<file path="src/sv/sma_pkg.sv">
`timescale 1ns / 1ps

package sma_pkg;

	localparam int DATA_W  = 32;
	localparam int ACT_W   = 4;
	localparam int INDEX_W = 3;
	localparam int ITER_W  = 5;
	localparam logic [ITER_W-1:0] ITER_LAST = ITER_W'(DATA_W - 1);

	// operation codes carried by an input item
	typedef enum logic [ACT_W-1:0] {
		ACT_NOP    = 4'd0,
		ACT_PUSH   = 4'd1,
		ACT_DUP    = 4'd2,
		ACT_DROP   = 4'd3,
		ACT_OVER   = 4'd4,
		ACT_AND    = 4'd5,
		ACT_OR     = 4'd6,
		ACT_XOR    = 4'd7,
		ACT_INVERT = 4'd8,
		ACT_ADD    = 4'd9,
		ACT_SUB    = 4'd10,
		ACT_MUL    = 4'd11,
		ACT_DIV    = 4'd12,
		ACT_MOD    = 4'd13
	} action_t;

	// operations of the shared arithmetic unit
	typedef enum logic [2:0] {
		OP_ADD,
		OP_SUB,
		OP_MUL,
		OP_DIV,
		OP_MOD
	} alu_op_t;

	typedef struct packed {
		logic    start;
		alu_op_t op;
	} alu_req_t;

	typedef struct packed {
		logic done;
		logic div_err;
	} alu_rsp_t;

	// top level sequencer
	typedef enum logic [2:0] {
		S_IDLE,
		S_RD_TOP,
		S_RD_BELOW,
		S_CAP,
		S_START,
		S_EXEC,
		S_FINISH
	} seq_state_t;

	// arithmetic unit sequencer
	typedef enum logic [2:0] {
		U_IDLE,
		U_ARITH,
		U_ABS_N,
		U_ABS_D,
		U_LOOP,
		U_FIX,
		U_DONE
	} alu_state_t;

endpackage

</file>
<file path="src/sv/sma_cmd_if.sv">
`timescale 1ns / 1ps

interface sma_cmd_if;
	import sma_pkg::*;

	logic                     valid;
	logic                     ready;
	logic [ACT_W-1:0]         action;
	logic signed [DATA_W-1:0] literal;

	modport source (output valid, output action, output literal, input ready);
	modport sink   (input valid, input action, input literal, output ready);
endinterface

</file>
<file path="src/sv/sma_rsp_if.sv">
`timescale 1ns / 1ps

interface sma_rsp_if;
	import sma_pkg::*;

	logic                     valid;
	logic                     ready;
	logic signed [DATA_W-1:0] top_value;
	logic signed [DATA_W-1:0] popped_value;
	logic                     divide_error;
	logic [INDEX_W-1:0]       stack_index;

	modport source (output valid, output top_value, output popped_value,
		output divide_error, output stack_index, input ready);
	modport sink   (input valid, input top_value, input popped_value,
		input divide_error, input stack_index, output ready);
endinterface

</file>
<file path="src/sv/stack_machine_alu.sv">
`timescale 1ns / 1ps

// Forth-style data stack with an arithmetic unit.
// cmd channel: one item per operation (action code, literal for push).
// rsp channel: one item per command: top of stack, popped operand,
// divide error flag and the low three bits of the stack pointer.
// The stack is a circular RAM of STACK_DEPTH words; the pointer wraps, so
// it never overflows or underflows. Per-entry valid flops make entries that
// were never written read as zero.
// Work per item: stack and logic operations take two reads through the single
// RAM read port, capture and finish; add and sub, mul (32 shift-add steps),
// div and mod (absolute values, 32 restoring steps, sign fix) also run the
// arithmetic unit, which goes straight to done on a zero divisor.
// One item is in work at a time; cmd.ready is high only while idle, so the
// next item is taken only after the current one has finished.
// Results sit in an output register: a new item is accepted while a result
// waits, and a finished item waits in place until that register frees.
// Reset clears the pointer, all entry valid flags and the output valid flag; the
// block is ready in the first cycle after reset.
module stack_machine_alu #(
	parameter int STACK_DEPTH = 8
) (
	input logic clk,
	input logic arst_n,
	sma_cmd_if.sink   cmd,
	sma_rsp_if.source rsp
);
	import sma_pkg::*;

	localparam int PTR_W = $clog2(STACK_DEPTH);
	localparam logic [PTR_W-1:0] PTR_LAST = PTR_W'(STACK_DEPTH - 1);

	seq_state_t        state_q, state_d;
	logic [ACT_W-1:0]  action_q;
	logic [DATA_W-1:0] literal_q;
	logic [PTR_W-1:0]  sp_q, sp_next, sp_prev;
	logic [DATA_W-1:0] top_q, below_q;
	logic [STACK_DEPTH-1:0] valid_q;
	logic              rdv_q;

	logic              out_valid_q;
	logic [DATA_W-1:0] out_top_q, out_pop_q;
	logic              out_err_q;
	logic [INDEX_W-1:0] out_idx_q;

	logic              ram_re, ram_we;
	logic [PTR_W-1:0]  ram_raddr, ram_waddr;
	logic [DATA_W-1:0] ram_wdata, ram_rdata, rd_word;

	alu_req_t          alu_req;
	alu_rsp_t          alu_rsp;
	logic [DATA_W-1:0] alu_result;
	alu_op_t           alu_op;

	logic              out_free, finish;
	logic [PTR_W-1:0]  new_sp;
	logic [DATA_W-1:0] new_top, new_pop;
	logic              new_err, is_arith;
	logic [PTR_W+INDEX_W-1:0] sp_ext;

	assign sp_next  = (sp_q == PTR_LAST) ? '0 : sp_q + 1'b1;
	assign sp_prev  = (sp_q == '0) ? PTR_LAST : sp_q - 1'b1;
	assign out_free = !out_valid_q || rsp.ready;
	assign finish   = (state_q == S_FINISH) && out_free;
	assign rd_word  = rdv_q ? ram_rdata : '0;
	assign is_arith = (action_q == ACT_ADD) || (action_q == ACT_SUB) ||
		(action_q == ACT_MUL) || (action_q == ACT_DIV) || (action_q == ACT_MOD);

	// action to unit operation
	always_comb begin
		case (action_q)
			ACT_SUB: alu_op = OP_SUB;
			ACT_MUL: alu_op = OP_MUL;
			ACT_DIV: alu_op = OP_DIV;
			ACT_MOD: alu_op = OP_MOD;
			default: alu_op = OP_ADD;
		endcase
	end

	sma_ram #(
		.WIDTH(DATA_W),
		.DEPTH(STACK_DEPTH)
	) u_stack_ram (
		.clk  (clk),
		.we   (ram_we),
		.waddr(ram_waddr),
		.wdata(ram_wdata),
		.re   (ram_re),
		.raddr(ram_raddr),
		.rdata(ram_rdata)
	);

	sma_alu_unit u_alu (
		.clk   (clk),
		.arst_n(arst_n),
		.req   (alu_req),
		.opa   (below_q),
		.opb   (top_q),
		.rsp   (alu_rsp),
		.result(alu_result)
	);

	// next state
	always_comb begin
		state_d = state_q;
		case (state_q)
			S_IDLE:     if (cmd.valid) state_d = S_RD_TOP;
			S_RD_TOP:   state_d = S_RD_BELOW;
			S_RD_BELOW: state_d = S_CAP;
			S_CAP:      state_d = is_arith ? S_START : S_FINISH;
			S_START:    state_d = S_EXEC;
			S_EXEC:     if (alu_rsp.done) state_d = S_FINISH;
			S_FINISH:   if (out_free) state_d = S_IDLE;
			default:    state_d = S_IDLE;
		endcase
	end

	// sequencer outputs
	always_comb begin
		cmd.ready     = 1'b0;
		ram_re        = 1'b0;
		ram_raddr     = sp_q;
		alu_req.start = 1'b0;
		alu_req.op    = alu_op;
		case (state_q)
			S_IDLE:     cmd.ready = 1'b1;
			S_RD_TOP:   ram_re = 1'b1;
			S_RD_BELOW: begin
				ram_re    = 1'b1;
				ram_raddr = sp_prev;
			end
			S_START:    alu_req.start = 1'b1;
			default: begin
				ram_re = 1'b0;
			end
		endcase
	end

	// result of the operation
	always_comb begin
		ram_we    = 1'b0;
		ram_waddr = sp_q;
		ram_wdata = top_q;
		new_sp    = sp_q;
		new_top   = top_q;
		new_pop   = '0;
		new_err   = 1'b0;
		case (action_q)
			ACT_PUSH: begin
				ram_we    = 1'b1;
				ram_waddr = sp_next;
				ram_wdata = literal_q;
				new_sp    = sp_next;
			end
			ACT_DUP: begin
				ram_we    = 1'b1;
				ram_waddr = sp_next;
				ram_wdata = top_q;
				new_sp    = sp_next;
			end
			ACT_OVER: begin
				ram_we    = 1'b1;
				ram_waddr = sp_next;
				ram_wdata = below_q;
				new_sp    = sp_next;
			end
			ACT_DROP: begin
				new_sp  = sp_prev;
				new_pop = top_q;
			end
			ACT_INVERT: begin
				ram_we    = 1'b1;
				ram_wdata = ~top_q;
			end
			ACT_AND, ACT_OR, ACT_XOR, ACT_ADD, ACT_SUB, ACT_MUL, ACT_DIV, ACT_MOD: begin
				ram_we    = 1'b1;
				ram_waddr = sp_prev;
				new_sp    = sp_prev;
				new_pop   = top_q;
				case (action_q)
					ACT_AND: ram_wdata = below_q & top_q;
					ACT_OR:  ram_wdata = below_q | top_q;
					ACT_XOR: ram_wdata = below_q ^ top_q;
					default: begin
						ram_wdata = alu_result;
						new_err   = alu_rsp.div_err;
					end
				endcase
			end
			default: begin
				ram_we = 1'b0;
			end
		endcase
		if (ram_we) begin
			new_top = ram_wdata;
		end else if (action_q == ACT_DROP) begin
			new_top = below_q;
		end
		ram_we = ram_we && finish;
	end

	assign sp_ext = {{INDEX_W{1'b0}}, new_sp};

	// control registers
	always_ff @(posedge clk or negedge arst_n) begin
		if (!arst_n) begin
			state_q     <= S_IDLE;
			sp_q        <= '0;
			valid_q     <= '0;
			out_valid_q <= 1'b0;
		end else begin
			state_q <= state_d;
			if (finish) begin
				sp_q        <= new_sp;
				out_valid_q <= 1'b1;
				if (ram_we) begin
					valid_q[ram_waddr] <= 1'b1;
				end
			end else if (rsp.ready) begin
				out_valid_q <= 1'b0;
			end
		end
	end

	// payload registers
	always_ff @(posedge clk) begin
		if (cmd.valid && cmd.ready) begin
			action_q  <= cmd.action;
			literal_q <= cmd.literal;
		end
		if (ram_re) begin
			rdv_q <= valid_q[ram_raddr];
		end
		if (state_q == S_RD_BELOW) begin
			top_q <= rd_word;
		end
		if (state_q == S_CAP) begin
			below_q <= rd_word;
		end
		if (finish) begin
			out_top_q <= new_top;
			out_pop_q <= new_pop;
			out_err_q <= new_err;
			out_idx_q <= sp_ext[INDEX_W-1:0];
		end
	end

	assign rsp.valid        = out_valid_q;
	assign rsp.top_value    = out_top_q;
	assign rsp.popped_value = out_pop_q;
	assign rsp.divide_error = out_err_q;
	assign rsp.stack_index  = out_idx_q;
endmodule

</file>
<file path="src/sv/sma_ram.sv">
`timescale 1ns / 1ps

module sma_ram #(
	parameter int WIDTH = 32,
	parameter int DEPTH = 8
) (
	input  logic                     clk,
	input  logic                     we,
	input  logic [$clog2(DEPTH)-1:0] waddr,
	input  logic [WIDTH-1:0]         wdata,
	input  logic                     re,
	input  logic [$clog2(DEPTH)-1:0] raddr,
	output logic [WIDTH-1:0]         rdata
);
	logic [WIDTH-1:0] mem_q [DEPTH];

	always_ff @(posedge clk) begin
		if (we) begin
			mem_q[waddr] <= wdata;
		end
		if (re) begin
			rdata <= mem_q[raddr];
		end
	end
endmodule

</file>
<file path="src/sv/sma_alu_unit.sv">
`timescale 1ns / 1ps

module sma_alu_unit (
	input  logic                    clk,
	input  logic                    arst_n,
	input  sma_pkg::alu_req_t       req,
	input  logic [sma_pkg::DATA_W-1:0] opa,
	input  logic [sma_pkg::DATA_W-1:0] opb,
	output sma_pkg::alu_rsp_t       rsp,
	output logic [sma_pkg::DATA_W-1:0] result
);
	import sma_pkg::*;

	localparam int SUM_W = DATA_W + 2;

	alu_state_t        state_q, state_d;
	alu_op_t           op_q;
	logic [DATA_W-1:0] x_q, y_q, z_q, res_q;
	logic [ITER_W-1:0] cnt_q;
	logic              nneg_q, dneg_q, err_q;

	logic [SUM_W-1:0]  add_x, add_y, sum;
	logic              add_sub;
	logic              is_div;
	logic              last_iter;
	logic              zero_div;

	assign is_div    = (op_q == OP_DIV) || (op_q == OP_MOD);
	assign last_iter = (cnt_q == '0);
	assign zero_div  = ((req.op == OP_DIV) || (req.op == OP_MOD)) && (opb == '0);

	// shared adder operand selection
	always_comb begin
		add_x   = '0;
		add_y   = '0;
		add_sub = 1'b0;
		case (state_q)
			U_ARITH: begin
				add_x   = {2'b00, x_q};
				add_y   = {2'b00, y_q};
				add_sub = (op_q == OP_SUB);
			end
			U_ABS_N: begin
				add_y   = {2'b00, z_q};
				add_sub = nneg_q;
			end
			U_ABS_D: begin
				add_y   = {2'b00, y_q};
				add_sub = dneg_q;
			end
			U_LOOP: begin
				if (is_div) begin
					// trial subtract of divisor from shifted remainder
					add_x   = {1'b0, x_q, z_q[DATA_W-1]};
					add_y   = {2'b00, y_q};
					add_sub = 1'b1;
				end else begin
					// shift-add multiply, multiplier scanned MSB first
					add_x = {2'b00, x_q[DATA_W-2:0], 1'b0};
					add_y = z_q[DATA_W-1] ? {2'b00, y_q} : '0;
				end
			end
			U_FIX: begin
				if (op_q == OP_DIV) begin
					add_y   = {2'b00, z_q};
					add_sub = nneg_q ^ dneg_q;
				end else begin
					add_y   = {2'b00, x_q};
					add_sub = nneg_q;
				end
			end
			default: begin
				add_sub = 1'b0;
			end
		endcase
	end

	assign sum = add_x + (add_sub ? ~add_y : add_y) + SUM_W'(add_sub);

	// next state
	always_comb begin
		state_d = state_q;
		case (state_q)
			U_IDLE: begin
				if (req.start) begin
					case (req.op)
						OP_ADD, OP_SUB: state_d = U_ARITH;
						OP_MUL:         state_d = U_LOOP;
						default:        state_d = (opb == '0) ? U_DONE : U_ABS_N;
					endcase
				end
			end
			U_ARITH: state_d = U_DONE;
			U_ABS_N: state_d = U_ABS_D;
			U_ABS_D: state_d = U_LOOP;
			U_LOOP: begin
				if (last_iter) begin
					state_d = is_div ? U_FIX : U_DONE;
				end
			end
			U_FIX:   state_d = U_DONE;
			U_DONE:  state_d = U_IDLE;
			default: state_d = U_IDLE;
		endcase
	end

	always_ff @(posedge clk or negedge arst_n) begin
		if (!arst_n) begin
			state_q <= U_IDLE;
		end else begin
			state_q <= state_d;
		end
	end

	// datapath registers
	always_ff @(posedge clk) begin
		case (state_q)
			U_IDLE: begin
				if (req.start) begin
					op_q   <= req.op;
					err_q  <= zero_div;
					nneg_q <= opa[DATA_W-1];
					dneg_q <= opb[DATA_W-1];
					cnt_q  <= ITER_LAST;
					if (req.op == OP_MUL) begin
						x_q <= '0;
						y_q <= opa;
						z_q <= opb;
					end else begin
						x_q <= opa;
						y_q <= opb;
						z_q <= opa;
					end
					// zero divisor: result is zero and flagged
					if (zero_div) begin
						res_q <= '0;
					end
				end
			end
			U_ARITH: res_q <= sum[DATA_W-1:0];
			U_ABS_N: z_q <= sum[DATA_W-1:0];
			U_ABS_D: begin
				y_q   <= sum[DATA_W-1:0];
				x_q   <= '0;
				cnt_q <= ITER_LAST;
			end
			U_LOOP: begin
				cnt_q <= cnt_q - 1'b1;
				if (is_div) begin
					if (!sum[SUM_W-1]) begin
						x_q <= sum[DATA_W-1:0];
					end else begin
						x_q <= add_x[DATA_W-1:0];
					end
					z_q <= {z_q[DATA_W-2:0], ~sum[SUM_W-1]};
				end else begin
					x_q <= sum[DATA_W-1:0];
					z_q <= {z_q[DATA_W-2:0], 1'b0};
					if (last_iter) begin
						res_q <= sum[DATA_W-1:0];
					end
				end
			end
			U_FIX: res_q <= sum[DATA_W-1:0];
			default: begin
				res_q <= res_q;
			end
		endcase
	end

	assign rsp.done    = (state_q == U_DONE);
	assign rsp.div_err = err_q;
	assign result      = res_q;
endmodule

</file>
<file path="src/flat_wrapper.sv">
// flat-port wrapper written by rule: the top's interface ports become plain ports
module stack_machine_alu_flat import sma_pkg::*;
#(
	parameter int STACK_DEPTH = 8
)
  (clk, arst_n, cmd_valid, cmd_action, cmd_literal, cmd_ready, rsp_valid, rsp_top_value, rsp_popped_value, rsp_divide_error, rsp_stack_index, rsp_ready);
  sma_cmd_if cmd_i ();
  sma_rsp_if rsp_i ();
  input logic clk;
  input logic arst_n;
  input wire logic [$bits(cmd_i.valid)-1:0] cmd_valid;
  input wire logic [$bits(cmd_i.action)-1:0] cmd_action;
  input wire logic [$bits(cmd_i.literal)-1:0] cmd_literal;
  output wire logic [$bits(cmd_i.ready)-1:0] cmd_ready;
  output wire logic [$bits(rsp_i.valid)-1:0] rsp_valid;
  output wire logic [$bits(rsp_i.top_value)-1:0] rsp_top_value;
  output wire logic [$bits(rsp_i.popped_value)-1:0] rsp_popped_value;
  output wire logic [$bits(rsp_i.divide_error)-1:0] rsp_divide_error;
  output wire logic [$bits(rsp_i.stack_index)-1:0] rsp_stack_index;
  input wire logic [$bits(rsp_i.ready)-1:0] rsp_ready;
  assign cmd_i.valid = cmd_valid;
  assign cmd_i.action = cmd_action;
  assign cmd_i.literal = cmd_literal;
  assign cmd_ready = cmd_i.ready;
  assign rsp_valid = rsp_i.valid;
  assign rsp_top_value = rsp_i.top_value;
  assign rsp_popped_value = rsp_i.popped_value;
  assign rsp_divide_error = rsp_i.divide_error;
  assign rsp_stack_index = rsp_i.stack_index;
  assign rsp_i.ready = rsp_ready;
  stack_machine_alu #(.STACK_DEPTH(STACK_DEPTH)) u_core (.clk(clk), .arst_n(arst_n), .cmd(cmd_i), .rsp(rsp_i));
endmodule
</file>
<file path="config.mk">
export PLATFORM = sky130hd
export DESIGN_NAME = stack_machine_alu_flat
export DESIGN_NICKNAME = d
export VERILOG_FILES = /design/src/sv/sma_pkg.sv /design/src/sv/sma_cmd_if.sv /design/src/sv/sma_rsp_if.sv /design/src/sv/stack_machine_alu.sv /design/src/sv/sma_ram.sv /design/src/sv/sma_alu_unit.sv /design/src/flat_wrapper.sv
export SDC_FILE = /design/constraint.sdc
export NUM_CORES = 1
export LEC_CHECK = 0
export BUFFER_PORTS_ARGS = -buffer_cell sky130_fd_sc_hd__buf_2
export CAP_MARGIN = 40
export CORE_MARGIN = 2
export CORE_UTILIZATION = 30
export CTS_BUF_LIST = sky130_fd_sc_hd__clkbuf_16
export DETAILED_ROUTE_END_ITERATION = 8
export SETUP_SLACK_MARGIN = 0.05
export SYNTH_ARGS = -nofsm -noshare
export SYNTH_HDL_FRONTEND = slang
export SYNTH_SLANG_ARGS = --single-unit
export TNS_END_PERCENT = 100
</file>
<file path="constraint.sdc">
create_clock -name clk -period 29.1 [get_ports clk]
set_input_delay 1.455 -clock clk [delete_from_list [all_inputs] [get_ports clk]]
set_output_delay 1.455 -clock clk [all_outputs]
set_load 0.05 [all_outputs]
</file>
# After elaboration in Yosys (flattened, before gate mapping)
# Memories as Yosys holds them, arrays and structs flattened. A register that Yosys moved wholly into a read port is not among the register bits.
# Cells that the tools add are included.
# totals
latchBits	0
in_bits	40
reg_bits	326
rom_bits	0
memories	1
word_cells	185
mem_bits_rw	256
# memory_table
memory	words	word_bits	read_ports	rd_ports_with_merged_regs	wr	line	source
u_core.u_stack_ram.mem_q	8	32	1	1	1	sma_ram.sv:15	logic [WIDTH-1:0] mem_q [DEPTH];
# op_classes
addsub	5
magnitude_cmp	3
bitwise	9
n_eq_ne	40
mul	0
mux	63
shifts	0
div	0
reduce_logical	41
# ops
op	count
$mux W32	18
$pmux W32 S3	4
$pmux W32 S4	2
$pmux W33 S2	1
$pmux W32 S2	1
$add A34 B1 Y34	1
$add A34 B34 Y34	1
$mux W34	1
$not A34 Y34	1
$mux W33	1
$and A32 B32 Y32	1
$logic_not A32 Y1	1
$not A32 Y32	1
$or A32 B32 Y32	1
$xor A32 B32 Y32	1
$eq A3 B3 Y1 const B	9
$mux W3	9
$eq A4 B4 Y1 const B	6
$eq A3 B2 Y1 const B	7
$pmux W3 S7	1
$pmux W3 S2	3
$eq A4 B3 Y1 const B	4
$pmux W3 S5	1
$pmux W5 S3	1
other kinds (36)	84

# Depth between registers and ports, before layout
# Gate-level depths: netlist of the first run.
# depth
word_depth	11
depth_mapped	22
depth_no_buf	18

# By module
# A second synthesis of the first run with hierarchy kept.
# hier_totals
cells_unflattened	2458
area_unflattened_um2	31700.4
# modules_own_cells
mod	seq_area_each_um2	cells_each	n_inst	area_per_inst_um2
stack_machine_alu	5450.2	1030	1	10869.2
sma_ram	8648.3	415	1	10786.6
sma_alu_unit	4249.1	1013	1	10044.6

# Worst setup path before layout of the first run
# OpenSTA, ideal clock, no wires.
# synth_timing
path_type	input-to-reg
from	input rsp_ready
to	memory u_core.u_stack_ram.mem_q[3][0], enable pin
arrival_time_ps	10177
stages	4
path_buffers	0
setup_slack_ps	18460
required_time_ps	28637
path_cell_list	nand2b_1 nor3b_1 nand3b_1 nor3_1
# synth_via
elab_chain_len	5
# synth_lines
element	line	source
start, declared	flat_wrapper.sv:20	input wire logic [$bits(rsp_i.ready)-1:0] rsp_ready;
$logic_or A1 B1 Y1	stack_machine_alu.sv:63	assign out_free = !out_valid_q || rsp.ready;
$logic_and A1 B1 Y1	stack_machine_alu.sv:64	assign finish = (state_q == S_FINISH) && out_free;
via u_core.finish	stack_machine_alu.sv:55	logic out_free, finish;
$logic_and A1 B1 Y1	stack_machine_alu.sv:199	ram_we = ram_we && finish;
$mux W1	sma_ram.sv:18	if (we) begin
$mux W1 (not written as such)	sma_ram.sv:19	mem_q[waddr] <= wdata;
end, declared	sma_ram.sv:15	
# The timed path passes the listed nets, and every way through them passes these cells.

# Worst setup path after layout of the first run
# layout_timing
from	register u_core.u_alu.state_q[2]
to	register u_core.u_alu.x_q[2] (data pin)
# layout_via
elab_chain_len	10
# layout_lines
element	line	source
start, declared	sma_alu_unit.sv:16	alu_state_t state_q, state_d;
start signal, assigned	sma_alu_unit.sv:111	state_q <= state_d;
$eq A3 B2 Y1 or $eq A3 B1 Y1 (tied branches)	sma_alu_unit.sv:37, sma_alu_unit.sv:117	
$reduce_or A2 Y1 (no source line)	n/a	
$pmux W32 S4	sma_alu_unit.sv:37	case (state_q)
$not A34 Y34	sma_alu_unit.sv:78	assign sum = add_x + (add_sub ? ~add_y : add_y) + SUM_W'(add_sub);
$mux W34	sma_alu_unit.sv:78	
$add A34 B34 Y34	sma_alu_unit.sv:78	
$add A34 B1 Y34	sma_alu_unit.sv:78	
$mux W32	sma_alu_unit.sv:150	if (!sum[SUM_W-1]) begin
$mux W32	sma_alu_unit.sv:149	if (is_div) begin
$pmux W32 S3 *	sma_alu_unit.sv:117	case (state_q)
end signal, assigned	sma_alu_unit.sv:151	x_q <= sum[DATA_W-1:0];
end signal, assigned	sma_alu_unit.sv:153	x_q <= add_x[DATA_W-1:0];
end signal, assigned	sma_alu_unit.sv:157	x_q <= sum[DATA_W-1:0];
end, declared	sma_alu_unit.sv:18	logic [DATA_W-1:0] x_q, y_q, z_q, res_q;
# Mark *: on every way between the ends. The rest lies on a longest branch, timed or not.
# A chain may end at the register's enable or synchronous reset.

==> results.md, run 1 <==
* Status: finished clean
* Filler cells at 9997
* First-pass DRT Iterations at 9
* Crit-path max cell delay at 0.78 ns
* Unrepaired setup endpoints after global routing: false
* Ports at 110
* WL/cell at 22.0 µm
* Critical-path maximum fanout at 56
* PostCTS Resize Cnt at 0
* # rows at 117
* CTS H-tree depth at 2
* Max-slew violation count at 0
* Initial antenna violation count at 4
* CP max-delay cell: mux2i_4
* Hold-fix buffers, CTS at 0
* Count leader, synth: edfxtp_1
* Pin count of the biggest net entering global routing at 82
* CP startpoint kind: register
* Mapped Area at 30500 µm²
* Core area at 101000 µm²
* Final instance area at 34700 µm²
* Initial Util at 30.1%
* Max Fclk at 164 MHz
* Final Hold Vio Count at 0
* Pwr Total at 3.97 mW
* Placed Area at 32800 µm²
* Family with the most delay on the worst path: simple AND/OR/NAND/NOR gates
* Static Leakage at 12.5 nW
* CP bufs+invs at 2
* Synth Flop Type: edfxtp_1
* GPL Wtd Cong at 0.895
* Post-Synthesis Cells at 2453
* Hpwl dp at 56.8 mm
* Data arrival, critical path at 6.47 ns
* Via count at 20700
* Final Skew at 0.0284 ns
* HP Start: u_core.valid_q[6]
* Element type at the critical path end: register
* Largest cells by area after synthesis: edfxtp_1 59%, mux4_2 4.9%, ha_1 4.2%
* Clock tree root driver cell: clkbuf_16
* First-pass GRT wire length at 129 mm
* R2R Path Start: u_core.u_alu.state_q[2]
* Initial drt markers at 2250
* Congestion Overflow GR at 0
* Postcts setup bufs at 0
* Max clock buf depth at 3
* Post-synth ARST share at 2.93%
* Layout area overhead at 13.7%
* Yosys synthesis warning count at 0
* Die height at 323 µm
* Dpl cells at 3826
* Yosys reg bits at 614
* Antenna-violating nets left at 0
* Fin crit share at 20.9%
* Routed WL at 86.7 mm
* CP Cell Sequence: nor3b_4, buf_4, o31ai_1, nand2_1, buf_4, a222oi_1, nor2_1, xnor2_1, ha_1, a21o_1, a21oi_1, nor2b_1, or3_1, or3_1, o211ai_1, nor3b_4, mux2i_4, mux2i_1, o21ai_1
* Port buffer count at 109
* Die ar. at 104000 µm²
* Clk slew on worst S/H paths at 0.06 ns
* Synth top cells by count: 596 x edfxtp_1, 300 x nand2_1, 211 x nor2_1, 130 x clkbuf_1, 112 x a21oi_1
* Final setup vio count at 0
* Hold_ws at 0.464 ns
* CTS Buf Count at 60
* Vias in the first global route at 20100
* Fin nets at 2664
* WS Path Type: reg2reg
* Max-Cap Viols at 0
* CP startpoint: u_core.u_alu.state_q[2]
* Syn Nets at 2597
* Synth unique cells at 78
* Final cell count without fillers at 3939
* Clk_lat worst skew at 0.66 ns
* Die X at 323 µm
* Pwr/cell area at 114 nW/µm²
* Post-route setup TNS at 0 ns
* Sequential share of the synthesized area at 60.1%
* Number of flops mapped to enable cells by yosys at 596
* Share of cells above drive strength 1 at 15.9%
* Top-area cell type share of the netlist area at 58.6%
* Period minus WS final at 6.09 ns
* Peak VDD IR at 0.0616 mV
* Residual DRC at 0
* Required time worst endpoint at 29.48 ns
* Slew HR at 37.5%
* CTS tree: yes
* Hold Crit Class: reg2reg
* Slew @ Worst Pin at 0.933 ns
* Clock Sinks at 614
* DR vias/cell at 5.24
* Post-Syn Area per Cell at 12.4 µm²
* Largest area contributor in the netlist: edfxtp_1
* Total global-route track usage at 16.4%
## worst reg2reg max path: stages, from the launching register on
cell and delay, ns:
dfrtp_1 0.74, nor3b_4 0.28, buf_4 0.53, o31ai_1 0.20
nand2_1 0.11, buf_4 0.37, a222oi_1 0.13, nor2_1 0.14
xnor2_1 0.08, ha_1 0.38, a21o_1 0.21, a21oi_1 0.15
nor2b_1 0.08, or3_1 0.38, or3_1 0.34, o211ai_1 0.21
nor3b_4 0.36, mux2i_4 0.79, mux2i_1 0.29, o21ai_1 0.07
## sequential cells by signal, summed over array words and instances, names as in the netlist, 3 cells and up
name and cells:
u_core.u_alu.z_q 32, u_core.rsp.stack_index 3, u_core.state_q 3, u_core.sp_q 3, u_core.u_alu.x_q 32, u_core.u_alu.result 32, u_core.u_alu.y_q 32, u_core.u_stack_ram.mem_q 256
u_core.u_alu.state_q 3, u_core.u_alu.cnt_q 5, u_core.u_alu.op_q 3, u_core.top_q 32, u_core.rsp.top_value 32, u_core.rsp.popped_value 32, u_core.u_stack_ram.rdata 32, u_core.action_q 4
u_core.valid_q 8, u_core.below_q 32, u_core.literal_q 32
## logic make-up (layout without fill, tap and decap cells)
| logic type | Yosys count | count (layout) | synth area share (%) |
|---|---|---|---|
| and+or+nand+nor | 737 | 737 | 10.8 |
| DFF | 614 | 614 | 60.1 |
| AOI/OAI and AO/OA | 532 | 532 | 12.2 |
| buffers and inverters | 263 | 379 | 3.36 |
| muxes | 137 | 137 | 7.39 |
| adders and majority gates | 104 | 104 | 4.29 |
| xor gates and xnor gates | 66 | 66 | 1.89 |
| other | 0 | 2 | 0 |
## placed cells by master (no fill, tap or decap), drive strengths merged, types with 35 or more instances in the layout
| cell | instances |
|---|---|
| xnor2 | 53 |
| inv | 123 |
| mux2i | 36 |
| o21ai | 98 |
| and2 | 55 |
| mux4 | 66 |
| nor2 | 211 |
| buf | 165 |
| a21oi | 112 |
| nand2 | 300 |
| mux2 | 35 |
| a222oi | 42 |
| nand3 | 54 |
| clkbuf | 60 |
| a31oi | 53 |
| ha | 103 |
| edfxtp | 596 |
## area by class of cell
| type | count | area (µm²) | share of cell area (%) |
|---|---|---|---|
| Sequential cell | 614 | 18300 | 52.9 |
| Multi-Input combinational cell | 1576 | 11300 | 32.7 |
| Tap cell | 1368 | 1710 | 4.93 |
| Clock buffer | 60 | 1500 | 4.33 |
| Timing Repair Buffer | 165 | 983 | 2.83 |
| Clock inverter | 51 | 423 | 1.22 |
| Inverter | 103 | 387 | 1.11 |
| Antenna cell | 2 | 5.00 | 0.0144 |
## where the power goes
group	switching [mW]	total (mW)	leakage, nW	internal, mW
logic	1.09	1.68	5.83	0.596
registers	0.169	1.51	5.71	1.35
clock network	0.347	0.769	0.987	0.423
total	1.60	3.97	12.5	2.36
## metrics by stage
step | util (%) | worst slack (ns)
detailed placement | 32.3 | 23.06
finish | 34.2 | 23.01
global route | 34.2 | 22.58
CTS | 34.2 | 23.07
global placement | 32.3 | 23.13
floorplan | - | 18.46
## routing by layer
| layer | share of wire (%) | up-vias | track usage (%) | wire, µm |
|---|---|---|---|---|
| met2 | 46 | 851 | 26.0 | 39700 |
| met4 | 3.1 | 8 | 5.42 | 2660 |
| li1 | - | 9386 | - | - |
| met3 | 8.3 | 144 | 3.78 | 7210 |
| met5 | 0.047 | - | 0 | 41 |
| met1 | 43 | 10300 | 22.2 | 37100 |
## final timing paths
kind	to	slack [ns]	cells after the start
worst max-delay path	u_core.u_alu.x_q[2]	23.01	19
worst max register to register	u_core.u_alu.x_q[2]	23.01	19
worst min-delay path	u_core.valid_q[6]	0.46	1
max in group asynchronous	u_core.u_alu.state_q[0]	27.91	1
min in group asynchronous	u_core.valid_q[6]	0.80	1
worst min register to register	u_core.valid_q[6]	0.46	1
Power figures use the tool's default switching activity.
==> inputs of run 2 (changes only) <==
- clock period: 29.1 -> 6.2 ns (I/O delays scaled with it)
==> run 2 against run 1 <==
Largest cell class unchanged. Maximum frequency rose by 10%. Sequential power increased to 4.7 times the previous value. Clock skew is 0.0052 ns higher. Sequential cell count is the same. Hold slack got worse by 0.37 ns. Wire length barely moved. Core utilization is 0.65 points higher. Largest power group unchanged. First-iteration DRC count grew 15%. Combinational power grew to 4.8 times the previous value.
==> results.md, run 2 (synthesized netlist as in run 1, its figures left out) <==
* Status: finished clean
* First-pass GRT wire length at 131 mm
* Pin count of the biggest net entering global routing at 104
* Most common cell after layout, fill and taps aside: edfxtp_1
* Hold Crit Class: in2reg
* Clock tree root driver cell: clkbuf_16
* FF-to-FF setup slack at 0.68 ns
* Clock Sinks at 614
* Ports at 110
* Initial Util at 30.1%
* Routed WL at 86.8 mm
* Fin nets at 2713
* Fin crit share at 89.1%
* Most frequent cells in the layout: 596 x edfxtp_1, 299 x nand2_1, 204 x nor2_1
* Slew HR at 35.2%
* Dpl cells at 3836
* Worst Setup EP: u_core.u_alu.x_q[5]
* Share of cells above drive strength 1 at 16.0%
* CP Cell Sequence: nand3b_1, o31ai_4, buf_4, a222oi_1, nor2_1, xnor2_1, ha_1, a21oi_1, nor2_1, or3_1, or3_1, o211ai_1, nor3b_4, mux2_4, and3_1, a211o_1
* Layout area overhead at 15.8%
* Max FFs per register at 256
* R2r worst-path depth at 16
* Post-route setup TNS at 0 ns
* WL/cell at 21.8 µm
* Congestion Overflow GR at 0
* DR vias/cell at 5.24
* Largest Register: u_core.u_stack_ram.mem_q
* Busiest layer in global routing: met2
* Final Skew at 0.0336 ns
* Max Fclk at 181 MHz
* CP max-delay cell: o31ai_4
* Setup slack after layout at 0.678 ns
* Pre-CTS setup slack at 0.718 ns
* Final setup vio count at 0
* Initial antenna violation count at 3
* Unrepaired setup endpoints after global routing: false
* Total global-route track usage at 16.4%
* Period minus WS final at 5.52 ns
* Max-Cap Viols at 0
* Slew @ Worst Pin at 0.968 ns
* Antenna-violating nets left at 0
* R2R Path Start: u_core.u_alu.state_q[1]
* Peak VDD IR at 0.303 mV
* First-pass DRT Iterations at 9
* Via count at 20900
* Finished Core Util at 34.9%
* Max clock buf depth at 3
* # rows at 117
* Residual DRC at 0
* Hpwl dp at 58.0 mm
* Die height at 323 µm
* Filler cells at 9955
* Required time worst endpoint at 6.61 ns
* PostCTS Resize Cnt at 0
* Pwr/cell area at 537 nW/µm²
* Met3 GRT Util at 2.04%
* Crit-path max cell delay at 0.68 ns
* Element type at the critical path end: register
* Worst r2r dst: u_core.u_alu.x_q[5]
* Static Leakage at 12.8 nW
* CTS tree: yes
* CP startpoint: u_core.u_alu.state_q[1]
* Max-slew violation count at 0
* CP startpoint kind: register
* WS Path Type: reg2reg
* Die ar. at 104000 µm²
* Vias in the first global route at 20400
* Hold_ws at 0.0898 ns
* GPL Wtd Cong at 0.915
* Core area at 101000 µm²
* Clk_lat worst skew at 0.66 ns
* CTS H-tree depth at 2
* Met2 GRT Util at 26.4%
* Critical-path maximum fanout at 40
* CTS Buf Count at 61
* Final Hold Vio Count at 0
* Data arrival, critical path at 5.93 ns
* Port buffer count at 109
* GRT met1 Usage at 23.4%
* Final cell count without fillers at 3984
* Postcts setup bufs at 0
* Initial drt markers at 2581
* Clk slew on worst S/H paths at 0.07 ns
* Die X at 323 µm
* Ant diodes at 0
## run 2: how the worst min path moves through the flow
stage	cells after the start	startpoint	slack (ns)	end
2_1_floorplan	0	arst_n	0.01	u_core.rsp.valid
3_3_place_gp	1	arst_n	0.34	u_core.valid_q[1]
3_5_place_dp	1	arst_n	0.34	u_core.valid_q[1]
4_1_cts	3	rsp_ready	0.07	u_core.rsp.valid
5_1_grt	3	rsp_ready	0.10	u_core.rsp.valid
6_report	3	rsp_ready	0.09	u_core.rsp.valid
## run 2: through the flow
stage	total power, mW	cell area, µm²
global route	20.0	35400
floorplan	12.4	30500
finish	19.0	35400
CTS	19.0	35400
detailed placement	15.1	32900
global placement	15.0	32900
## run 2: report_power, final
group	total, mW	leakage, nW	internal (mW)	switching, mW
clock network	3.84	1.00	2.21	1.63
registers	7.12	5.71	6.31	0.801
logic	8.02	6.06	2.88	5.14
## run 2: timing repair
action,CTS,global route
hold buffers,38,0
endpoints found under the setup margin,0,0
endpoints found under the hold margin,55,0
## run 2: area by class of cell
class / count / area (µm²) / share of cell area [%]
Sequential cell: 614 / 18300 / 51.9
Multi-Input combinational cell: 1576 / 11300 / 32.1
Tap cell: 1368 / 1710 / 4.84
Clock buffer: 63 / 1580 / 4.46
Timing Repair Buffer: 213 / 1510 / 4.28
Clock inverter: 47 / 477 / 1.35
Inverter: 103 / 387 / 1.09
## run 2: critical path: cells and delay by family (launching register included)
kind / cells / cell delay [ns]
mux: 1 / 0.53
buf+inv: 1 / 0.33
fa+ha+maj: 1 / 0.35
xor+xnor: 1 / 0.08
flops: 1 / 0.60
simple gates: 7 / 1.91
compound gates: 5 / 1.43
## run 2: layer usage
layer  share of wire, %  vias up  routed length [µm]
met3                6.9      105                5950
met5                  0        -                   0
li1                   -     9464                   -
met2                 46      801               40200
met4                2.1        0                1840
met1                 45    10500               38800
